$ cat src/hw/rtl/rcf_pkg.sv
package rcf_pkg;

  // Default sizes of the line store and the tap table.
  localparam int MAX_DIM_DEF  = 512;
  localparam int MAX_TAPS_DEF = 7;

  // Configuration port.
  localparam int CFG_W     = 10;
  localparam int CFG_IDX_W = 2;

  localparam logic [CFG_IDX_W-1:0] REG_ROWS = 2'd0;
  localparam logic [CFG_IDX_W-1:0] REG_COLS = 2'd1;
  localparam logic [CFG_IDX_W-1:0] REG_SIZE = 2'd2;
  localparam logic [CFG_IDX_W-1:0] REG_MAX  = 2'd3;

  // Item kinds.
  localparam logic [1:0] KIND_PIXEL = 2'd0;
  localparam logic [1:0] KIND_TAP   = 2'd1;
  localparam logic [1:0] KIND_FLUSH = 2'd2;

  // Fixed field widths.
  localparam int PIX_W = 8;
  localparam int POS_W = 9;

  // Quotient bits produced by the serial divider, one per cycle.
  localparam int DIV_STEPS = 8;

  // Commands from the controller to the datapath.
  typedef struct packed {
    logic accept;
    logic tap_write;
    logic setup;
    logic own;
    logic mac_issue;
    logic clamp;
    logic div_step;
    logic out_done;
  } cmd_t;

  // Status from the datapath to the controller.
  typedef struct packed {
    logic go_emit;
    logic tap_item;
    logic border;
    logic size_zero;
    logic mac_last;
    logic tap_pos;
    logic div_last;
  } status_t;

endpackage

$ cat src/hw/rtl/rcf_ctrl.sv
module rcf_ctrl (
  input  logic             clk,
  input  logic             rst,
  input  logic             in_valid,
  input  logic             out_ready,
  input  rcf_pkg::status_t status,
  output rcf_pkg::cmd_t    cmd,
  output logic             in_ready,
  output logic             out_valid
);

  typedef enum logic [8:0] {
    S_IDLE  = 9'b0_0000_0001,
    S_SETUP = 9'b0_0000_0010,
    S_OWN   = 9'b0_0000_0100,
    S_MAC   = 9'b0_0000_1000,
    S_MACW  = 9'b0_0001_0000,
    S_CLAMP = 9'b0_0010_0000,
    S_DIV   = 9'b0_0100_0000,
    S_OUT   = 9'b0_1000_0000,
    S_TAP   = 9'b1_0000_0000
  } state_t;

  state_t state, state_next;

  // State register.
  always_ff @(posedge clk) begin
    if (rst) begin
      state <= S_IDLE;
    end else begin
      state <= state_next;
    end
  end

  assign in_ready  = (state == S_IDLE);
  assign out_valid = (state == S_OUT);

  // Sequencing of item acceptance, tap writes and one emitted pixel.
  always_comb begin
    state_next = state;
    cmd = '0;
    case (state)
      S_IDLE: begin
        if (in_valid) begin
          cmd.accept = 1'b1;
          if (status.go_emit) state_next = S_SETUP;
          else if (status.tap_item) state_next = S_TAP;
        end
      end
      S_TAP: begin
        cmd.tap_write = 1'b1;
        state_next = S_IDLE;
      end
      S_SETUP: begin
        cmd.setup = 1'b1;
        if (status.border) state_next = S_OWN;
        else if (status.size_zero) state_next = S_CLAMP;
        else state_next = S_MAC;
      end
      S_OWN: begin
        cmd.own = 1'b1;
        state_next = S_OUT;
      end
      S_MAC: begin
        cmd.mac_issue = 1'b1;
        if (status.mac_last) state_next = S_MACW;
      end
      S_MACW: begin
        state_next = S_CLAMP;
      end
      S_CLAMP: begin
        cmd.clamp = 1'b1;
        state_next = status.tap_pos ? S_DIV : S_OUT;
      end
      S_DIV: begin
        cmd.div_step = 1'b1;
        if (status.div_last) state_next = S_OUT;
      end
      S_OUT: begin
        if (out_ready) begin
          cmd.out_done = 1'b1;
          state_next = S_IDLE;
        end
      end
      default: begin
        state_next = S_IDLE;
      end
    endcase
  end

endmodule

$ cat config.mk
export PLATFORM = sky130hd
export DESIGN_NAME = rcf_ctrl
export DESIGN_NICKNAME = d
export VERILOG_FILES = /design/src/hw/rtl/rcf_pkg.sv /design/src/hw/rtl/rcf_ctrl.sv
export SDC_FILE = /design/constraint.sdc
export NUM_CORES = 1
export LEC_CHECK = 0
export ABC_AREA = 1
export BUFFER_PORTS_ARGS = -buffer_cell sky130_fd_sc_hd__clkbuf_2
export CAP_MARGIN = 20
export CORE_UTILIZATION = 46
export CTS_BUF_LIST = sky130_fd_sc_hd__clkbuf_16
export CTS_CLUSTER_SIZE = 40
export DETAILED_ROUTE_END_ITERATION = 10
export PLACE_DENSITY = 0.74
export SYNTH_ARGS = -nofsm -noshare
export SYNTH_HDL_FRONTEND = slang
export SYNTH_SLANG_ARGS = --single-unit
$ cat constraint.sdc
create_clock -name clk -period 1.25 [get_ports clk]
set_clock_uncertainty 0.05 [all_clocks]
set_input_delay 0.0625 -clock clk [delete_from_list [all_inputs] [get_ports clk]]
set_output_delay 0.0625 -clock clk [all_outputs]
set_load 0.01 [all_outputs]
==> results of run 1 <==
kinds of logic after synthesis:
logic type	after synthesis	synth area share, %
AO/OA/AOI/OAI	5	3.086
buffers and inverters	30	13.89
flip-flops	9	22.22
AND/OR/NAND/NOR	85	60.80
stage by stage:
| stage | std cells | utilization, % |
|---|---|---|
| 2_1_floorplan | 129 | - |
| 3_3_place_gp | 183 | 68.10 |
| 3_5_place_dp | 183 | 68.10 |
| 4_1_cts | 200 | 86.67 |
Yosys cell counts:
master and instances:
a21oi_1 1, dfxtp_1 9, inv_1 28, inv_2 2, nand2_1 21, nand2_2 4
nand2_4 2, nand3_1 13, nand3_2 3, nand3_4 1, nand4_1 2, nand4_4 1
nor2_1 24, nor2_2 4, nor2_4 7, nor3_1 2, nor3_4 1, o21ai_1 4
timing repair:
item / in CTS
endpoints found under the hold margin: 1
setup endpoints to repair: 18
pin swaps: 18
hold buffers: 1
buffers inserted: 11
resized for setup: 38
cloned: 1
==> results by group, run 1 <==
Floorplan
  • Initial Util: 51.43%
  • Die width: 43.98 um
  • Die Ht: 43.98 um
  • Rows: 14
  • Io pins: 21

Placed design
  • Setup WS pre-CTS: -0.2213 ns
  • Post-DP HPWL: 1.744 mm
  • PortBufs: 20
  • DP Area: 1074 um2
  • RD Place Congestion: 0.9359

Run status
  • Outcome: stopped before the end
  • Fail Step: global routing (5_1_grt)
  • Error msg: [ERROR DPL-0033] detailed placement checks failed during check placement.

Clocking
  • Longest Clk Path Bufs: 2
  • Num CTS Buffers: 3
  • Clock sink count: 9
  • CTS root buf: clkbuf_16
  • H-tree levels: 1

Synthesis
  • Top cell type's share of synthesized area: between 20% and 30%
  • Register area share after synthesis: 22.22%
  • Post-synthesis cell count: between 100 and 150
  • Number of distinct library cells after synthesis: 18
  • Syn_area_per_cell: 6.285 um2
  • Ranking of synthesized cells by area: dfxtp_1 (22%), inv_1 (13%), nor2_1 (11%)
  • Yosys reg bits: 9
  • Syn_nets: between 100 and 150
  • Post-Syn Area: 810.8 um2
  • Synth warn: 0
  • Area leader, netlist: dfxtp_1

Timing
  • Worst_ep grt: state[6]$_SDFFE_PP0P_/D
  • Worst endpoint pin kind: register input

Global routing
  • Pin count of the biggest net entering global routing: 6
  • Initial antenna violation count: 0
==> run 2: changes to the inputs <==
Settings changed: CORE_AREA from default to 2 2 63 65, CORE_UTILIZATION 46 to default, CTS_BUF_LIST sky130_fd_sc_hd__clkbuf_16 to default, CTS_CLUSTER_SIZE 40 to default, DIE_AREA from default to 0 0 65 67, PLACE_DENSITY 0.74 to default, PLACE_DENSITY_LB_ADDON from default to 0.15.
Clock period 1.25 ns to 1.6 ns, I/O delays scaled along.
==> run 2 against run 1 <==
Effect of this change: the run now ends clean; synthesized area did not move; synthesized cell count is the same.
==> results by group, run 2 <==
Hold path
  • Hold Path Class: in2reg

Synthesis
  • Top cell type's share of synthesized area: 22.22% (unchanged)
  • Ys async rst share: 0% (unchanged)
  • Register area share after synthesis: 22.22% (unchanged)
  • Area leader, netlist: dfxtp_1
  • Syn_nets: 140 (unchanged)
  • Number of synthesized flops with an enable pin: 0 (unchanged)
  • Ranking of synthesized cells by area: dfxtp_1 (22%), inv_1 (13%), nor2_1 (11%)
  • Top-count cell post-synth: inv_1
  • Yosys reg bits: 9 (unchanged)
  • Most used flip-flop cell after synthesis: dfxtp_1
  • Post-Syn Area: 810.8 um2 (unchanged)
  • Synth warn: 0 (unchanged)
  • Number of distinct library cells after synthesis: 18 (unchanged)
  • Syn_area_per_cell: 6.285 um2 (unchanged)
  • Post-synthesis cell count: 129 (unchanged)
  • Post-synth top cells: inv_1 (28), nor2_1 (24), nand2_1 (21), nand3_1 (13), dfxtp_1 (9)

Floorplan
  • Initial Util: 22.48% (-29 points)
  • Die width: 65 um (+48%)
  • Core Region: 3606 um2
  • Io pins: 21 (unchanged)
  • Die Ht: 67 um (+52%)
  • Die area: 4355 um2
  • Rows: 22 (+8)

Placed design
  • Post-DP HPWL: 1.784 mm (+2.3%)
  • Setup WS pre-CTS: 0.08157 ns (+0.3028 ns)
  • RD Place Congestion: 0.7303 (-22%)
  • PortBufs: 20 (unchanged)

Clocking
  • CTS root buf: clkbuf_8
  • Num CTS Buffers: 3 (unchanged)
  • Clk_lat worst skew: 0.23 ns
  • Clock-pin transition on the worst setup and hold timing paths: roughly 0.050 ns
  • Clock sink count: 9 (unchanged)
  • Longest Clk Path Bufs: 2 (unchanged)
  • Cts hold-fix bufs: 0 (-1)
  • CTS tree: done
  • H-tree levels: 1 (unchanged)

Setup path
  • Critical path required time: 1.67 ns
  • Crit end category: flip-flop
  • Slowest stage delay, CP: 0.36 ns
  • Critical path peak fanout: 9
  • Crit-path cells: inv_1 > nand2_1 > nor2_4 > buf_4 > nand3_2 > nand2_2 > nor2_4 > nand2_4 > o21ai_2 > inv_1
  • Setup Crit Path Kind: reg2reg
  • CP max-delay cell: dfxtp_1
  • CP startpoint kind: flip-flop
  • CP arrival: 1.58 ns

Global routing
  • Initial antenna violation count: 0
  • Global route overflow: 0
  • Vias in the first global route: about 800
  • Pin count of the biggest net entering global routing: 10
  • Tot GR Track Use: 10.75%
  • Global-route wire length before repair: between 3 and 4 mm

Power
  • Total power: 0.002098 W
  • Max rail drop VDD: about 0.00074 V
  • Leakage: roughly 0.55 nW
  • PwrDens: 2008 nW/um2

Timing
  • Period utilization: 94.18%
  • Hold WS: 0.02786 ns
  • Setup TNS: 0 ns
  • Final Hold Violating Endpoints: 0
  • Maximum clock rate: approximately 0.66 GHz
  • Final worst path period need: 1.507 ns
  • Final Setup Violations: 0
  • Slew HR: 84.69%
  • Setup WS post-layout: 0.09312 ns
  • Final slew viol count: 0
  • Unrepaired setup endpoints after global routing: false
  • Worst slew pin tran: 0.2288 ns

Layout
  • Commonest cells after routing, fill and taps aside: inv_1 (28), nor2_1 (22), nand2_1 (20), clkbuf_2 (20), nand3_1 (13)
  • Most common cell after layout, fill and taps aside: inv_1
  • P&R area growth vs syn: 28.86%
  • Largest register FFs: 9
  • # diodes: 0
  • NumNets Final: approximately 170
  • Biggest register: state
  • Biggest regs: state: 9 flops
  • Share of layout cells above drive strength 1: roughly 37%

Routing
  • Drt drc: 0
  • First drt pass iteration count: 4
  • Vias per Instance: around 4.1
  • Vias post-DR: 822
  • Antenna viol nets, final: 0
  • Wire length per cell: roughly 10 um
  • Post-Route WL: 2.043 mm
  • DR iter-0 viols: 50

Run status
  • Outcome: finished clean

Job
  • Max-cap violation count: 0
## run 2: worst paths after layout
check                           cells after the start      from       end  slack [ns]
worst min register to register                      2  state[0]  state[0]        0.46
worst max-delay path                               10  state[1]  state[1]        0.09
worst max register to register                     10  state[1]  state[1]        0.09
worst min-delay path                                2       rst  state[5]        0.03
## run 2: worst max-delay path: cells and delay by family (launching register included)
| family | cells | cell delay [ns] |
|---|---|---|
| buffers and inverters | 3 | 0.27 |
| flip-flops | 1 | 0.36 |
| AND/OR/NAND/NOR | 6 | 0.55 |
| AO/OA/AOI/OAI | 1 | 0.17 |
## run 2: kinds of logic after synthesis
| family | synth area share [%] |
|---|---|
| and+or+nand+nor | 60.80 |
| AOI/OAI and AO/OA | 3.086 |
| buffers and inverters | 13.89 |
| DFF | 22.22 |
## run 2: final cells by class
cell class / instances / area (um2)
clock buffer: 4 / 45.04
fill: 424 / 2561
inverter: 30 / 112.6
multi-input combinational: 90 / 534.3
sequential: 9 / 185.2
tap: 48 / 60.06
timing repair buffer: 21 / 107.6
## run 2: per-layer routing
| layer | vias to the layer above | wire [um] | global-route usage, % |
|---|---|---|---|
| li1 | 444 | - | - |
| met1 | 358 | 984 | 13.39 |
| met2 | 18 | 952 | 17.53 |
| met3 | 2 | 85 | 2.027 |
| met4 | 0 | 20 | 5.585 |
| met5 | - | 0 | 0 |
## run 2: what timing repair did
item,CTS,global route
resized for setup,0,9
setup buffers,0,1
hold endpoints to repair,0,0
setup endpoints to repair,0,8
## run 2: metrics by stage
step,cell area (um2),utilization [%],cells
3_5_place_dp,970.9,26.93,197
4_1_cts,1016,28.17,201
6_report,1045,28.97,202
3_3_place_gp,970.9,26.93,197
2_1_floorplan,810.8,-,129
5_1_grt,1045,28.97,202
## run 2: where the power goes
part           switching, W  internal [W]
combinational      0.000925      0.000507
clock             0.0000966      0.000174
sequential        0.0000823      0.000313
total               0.00110      0.000994
Note: power is estimated with default switching activity, not from simulation.
==> run 3: changes to the inputs <==
Settings changed: CTS_BUF_LIST from default to sky130_fd_sc_hd__clkbuf_2.
==> run 3 against run 2 <==
Effect of this change: sequential power rose by 2%; utilization rose by 0.73 points; worst setup slack got worse by 0.013 ns; register-to-register slack improved by 0.02 ns; critical path depth fell by 5; critical endpoint is now cmd[5]; non-clock buffer count rose by 4; global-route usage barely moved; hold slack improved by 0.040 ns.
==> results by group, run 3 (same netlist as run 2, synthesis figures left out) <==
Layout
  • # diodes: 0 (unchanged)
  • NumNets Final: 170 (+2.4%)
  • Biggest regs: state: 9 flops
  • Most common cell after layout, fill and taps aside: inv_1
  • Largest register FFs: 9 (unchanged)
  • P&R area growth vs syn: 32.10%
  • Biggest register: state
  • Share of layout cells above drive strength 1: 43.04% (+6.0 points)
  • Commonest cells after routing, fill and taps aside: inv_1 (26), clkbuf_2 (21), nor2_1 (20)

Power
  • Clock network power share: 7.3% (-5.6 points)
  • Max rail drop VDD: 0.0007509 V (+1.7%)
  • Seq pwr share: 18.8% (about the same)
  • Pint: 0.001014 W (+2.1%)
  • Net switching power: 0.001135 W (+2.8%)
  • Leakage: 0.5683 nW (+3.1%)
  • PwrDens: 2007 nW/um2 (about the same)
  • Total power: 0.002149 W (+2.4%)
  • Sw Share: 52.81% (+0.18 points)
  • Combinational Power Share: 74.0% (+5.8 points)

Routing
  • Wire length per cell: 9.796 um (-3.1%)
  • Antenna viol nets, final: 0 (unchanged)
  • Post-Route WL: 2.018 mm (-1.2%)
  • Vias post-DR: 832 (+1.2%)
  • DR iter-0 viols: 53 (+6.0%)
  • Drt drc: 0 (unchanged)
  • Vias per Instance: 4.039 (-0.75%)
  • First drt pass iteration count: 4 (unchanged)

Timing
  • Unrepaired setup endpoints after global routing: true
  • Final worst path period need: 1.520 ns (+0.01323 ns)
  • Final Hold Violating Endpoints: 0 (unchanged)
  • Maximum clock rate: 0.6578 GHz (-0.87%)
  • Final slew viol count: 0 (unchanged)
  • Period utilization: 95.01% (+0.83 points)
  • Worst slew pin tran: 0.2286 ns (-0.0002068 ns)
  • Final Setup Violations: 0 (unchanged)
  • Hold WS: 0.06744 ns (+0.03958 ns)
  • Slew HR: 84.71% (about the same)
  • Setup WS post-layout: 0.07989 ns (-0.01323 ns)

Placed design
  • PortBufs: 20 (unchanged)
  • Post-DP HPWL: 1.784 mm (unchanged)
  • RD Place Congestion: 0.7303 (unchanged)
  • Setup WS pre-CTS: 0.08157 ns (unchanged)

Floorplan
  • Io pins: 21 (unchanged)
  • Rows: 22 (unchanged)
  • Die Ht: 67 um (unchanged)
  • Die area: 4355 um2 (unchanged)
  • Die width: 65 um (unchanged)
  • Core Region: 3606 um2 (unchanged)
  • Initial Util: 22.48% (unchanged)

Clocking
  • H-tree levels: 1 (unchanged)
  • CTS tree: done
  • CTS root buf: clkbuf_2
  • Clk_lat worst skew: 0.25 ns (+0.02 ns)
  • Clock-pin transition on the worst setup and hold timing paths: 0.11 ns (+0.06 ns)
  • Clock sink count: 9 (unchanged)
  • Num CTS Buffers: 3 (unchanged)
  • Longest Clk Path Bufs: 2 (unchanged)

Setup path
  • CP Buf/Inv Count: 2 (-1)
  • Cell repeated most along the worst path: nor2_4
  • CP startpoint kind: flip-flop
  • CP arrival: 1.39 ns (-0.19 ns)
  • Critical path peak fanout: 5 (-4)
  • CP max-delay cell: dfxtp_4
  • Crit-path cells: nor2_4 > nand3_4 > buf_6 > nor2_4 > buf_2
  • Top delay family on crit path: simple AND/OR/NAND/NOR gates
  • Slowest stage delay, CP: 0.38 ns (+0.02 ns)
  • Setup Crit Path Kind: reg2out
  • Critical path required time: 1.47 ns (-0.20 ns)
  • Crit end category: output port

Global routing
  • Global-route wire length before repair: 3.498 mm (+0.20%)
  • Tot GR Track Use: 10.79% (+0.036 points)
  • Global route overflow: 0 (unchanged)
  • Pin count of the biggest net entering global routing: 10 (unchanged)
  • Vias in the first global route: 793 (-0.63%)
  • Initial antenna violation count: 0 (unchanged)

Run status
  • Outcome: finished clean

Job
  • Max-cap violation count: 0 (unchanged)

Hold path
  • Hold Path Class: in2reg
[run 3: cell types whose count changed in the layout (fill, tap and decap cells not counted), sizes merged]
| cell | previous run | this run |
|---|---|---|
| buf | 1 | 7 |
| clkbuf | 24 | 21 |
| dlygate4sd3 | 0 | 1 |
[run 3: layout make-up]
type,instances,area [um2]
inverters,30,112.6
flip-flops and latches,9,191.4
repair buffers,25,143.9
well taps,48,60.06
clock buffers,4,20.02
fillers,427,2535
multi-input cells,90,543.0
[run 3: stage by stage]
stage	cells	utilization (%)	setup TNS, ns	cell area, um2
final	206	29.70	0	1071
after global routing	206	29.70	-0.04940	1071
after CTS	204	28.31	0	1021
after detailed placement	197	26.93	0	970.9
after global placement	197	26.93	0	970.9
after floorplan	129	-	0	810.8
[run 3: worst reg2reg max path, stage by stage (launching register included)]
cell	delay (ns)
dfxtp_4	0.38
nor2_4	0.19
nand2_4	0.07
nor2_4	0.14
nand3_2	0.10
nand2_2	0.10
nor2_4	0.05
nand2_4	0.11
nor2_4	0.05
o21ai_1	0.09
inv_1	0.07
[run 3: final timing paths]
path	startpoint	endpoint	slack, ns	depth (start not counted)
worst max register to register	state[6]	state[1]	0.11	10
worst min register to register	state[0]	state[0]	0.47	2
worst min-delay path	status[3]	state[5]	0.07	3
worst max-delay path	state[6]	cmd[5]	0.08	5
[run 3: power by group through the flow]
| stage | clock [W] | sequential (W) | combinational, W |
|---|---|---|---|
| CTS | 0.000166 | 0.000381 | 0.00146 |
| global placement | 0 | 0.000386 | 0.00135 |
| floorplan | 0 | 0.000371 | 0.00109 |
| global route | 0.000176 | 0.000417 | 0.00179 |
| detailed placement | 0 | 0.000387 | 0.00135 |
| finish | 0.000156 | 0.000404 | 0.00159 |
[run 3: what timing repair did]
item / in CTS / in global routing
hold buffers: 1 / 0
buffers inserted: 2 / 2
pin swaps: 2 / 7
setup endpoints to repair: 1 / 12
gates resized for setup: 1 / 21
hold endpoints to repair: 1 / 0
[run 3: layer usage]
layer	vias up	routed length, um	global-route usage [%]	part of all wire, %
li1	451	-	-	-
met1	367	970	13.39	48
met2	12	945	17.65	47
met3	2	81	2.027	4.0
met4	0	20	5.585	0.99
met5	-	0	0	0
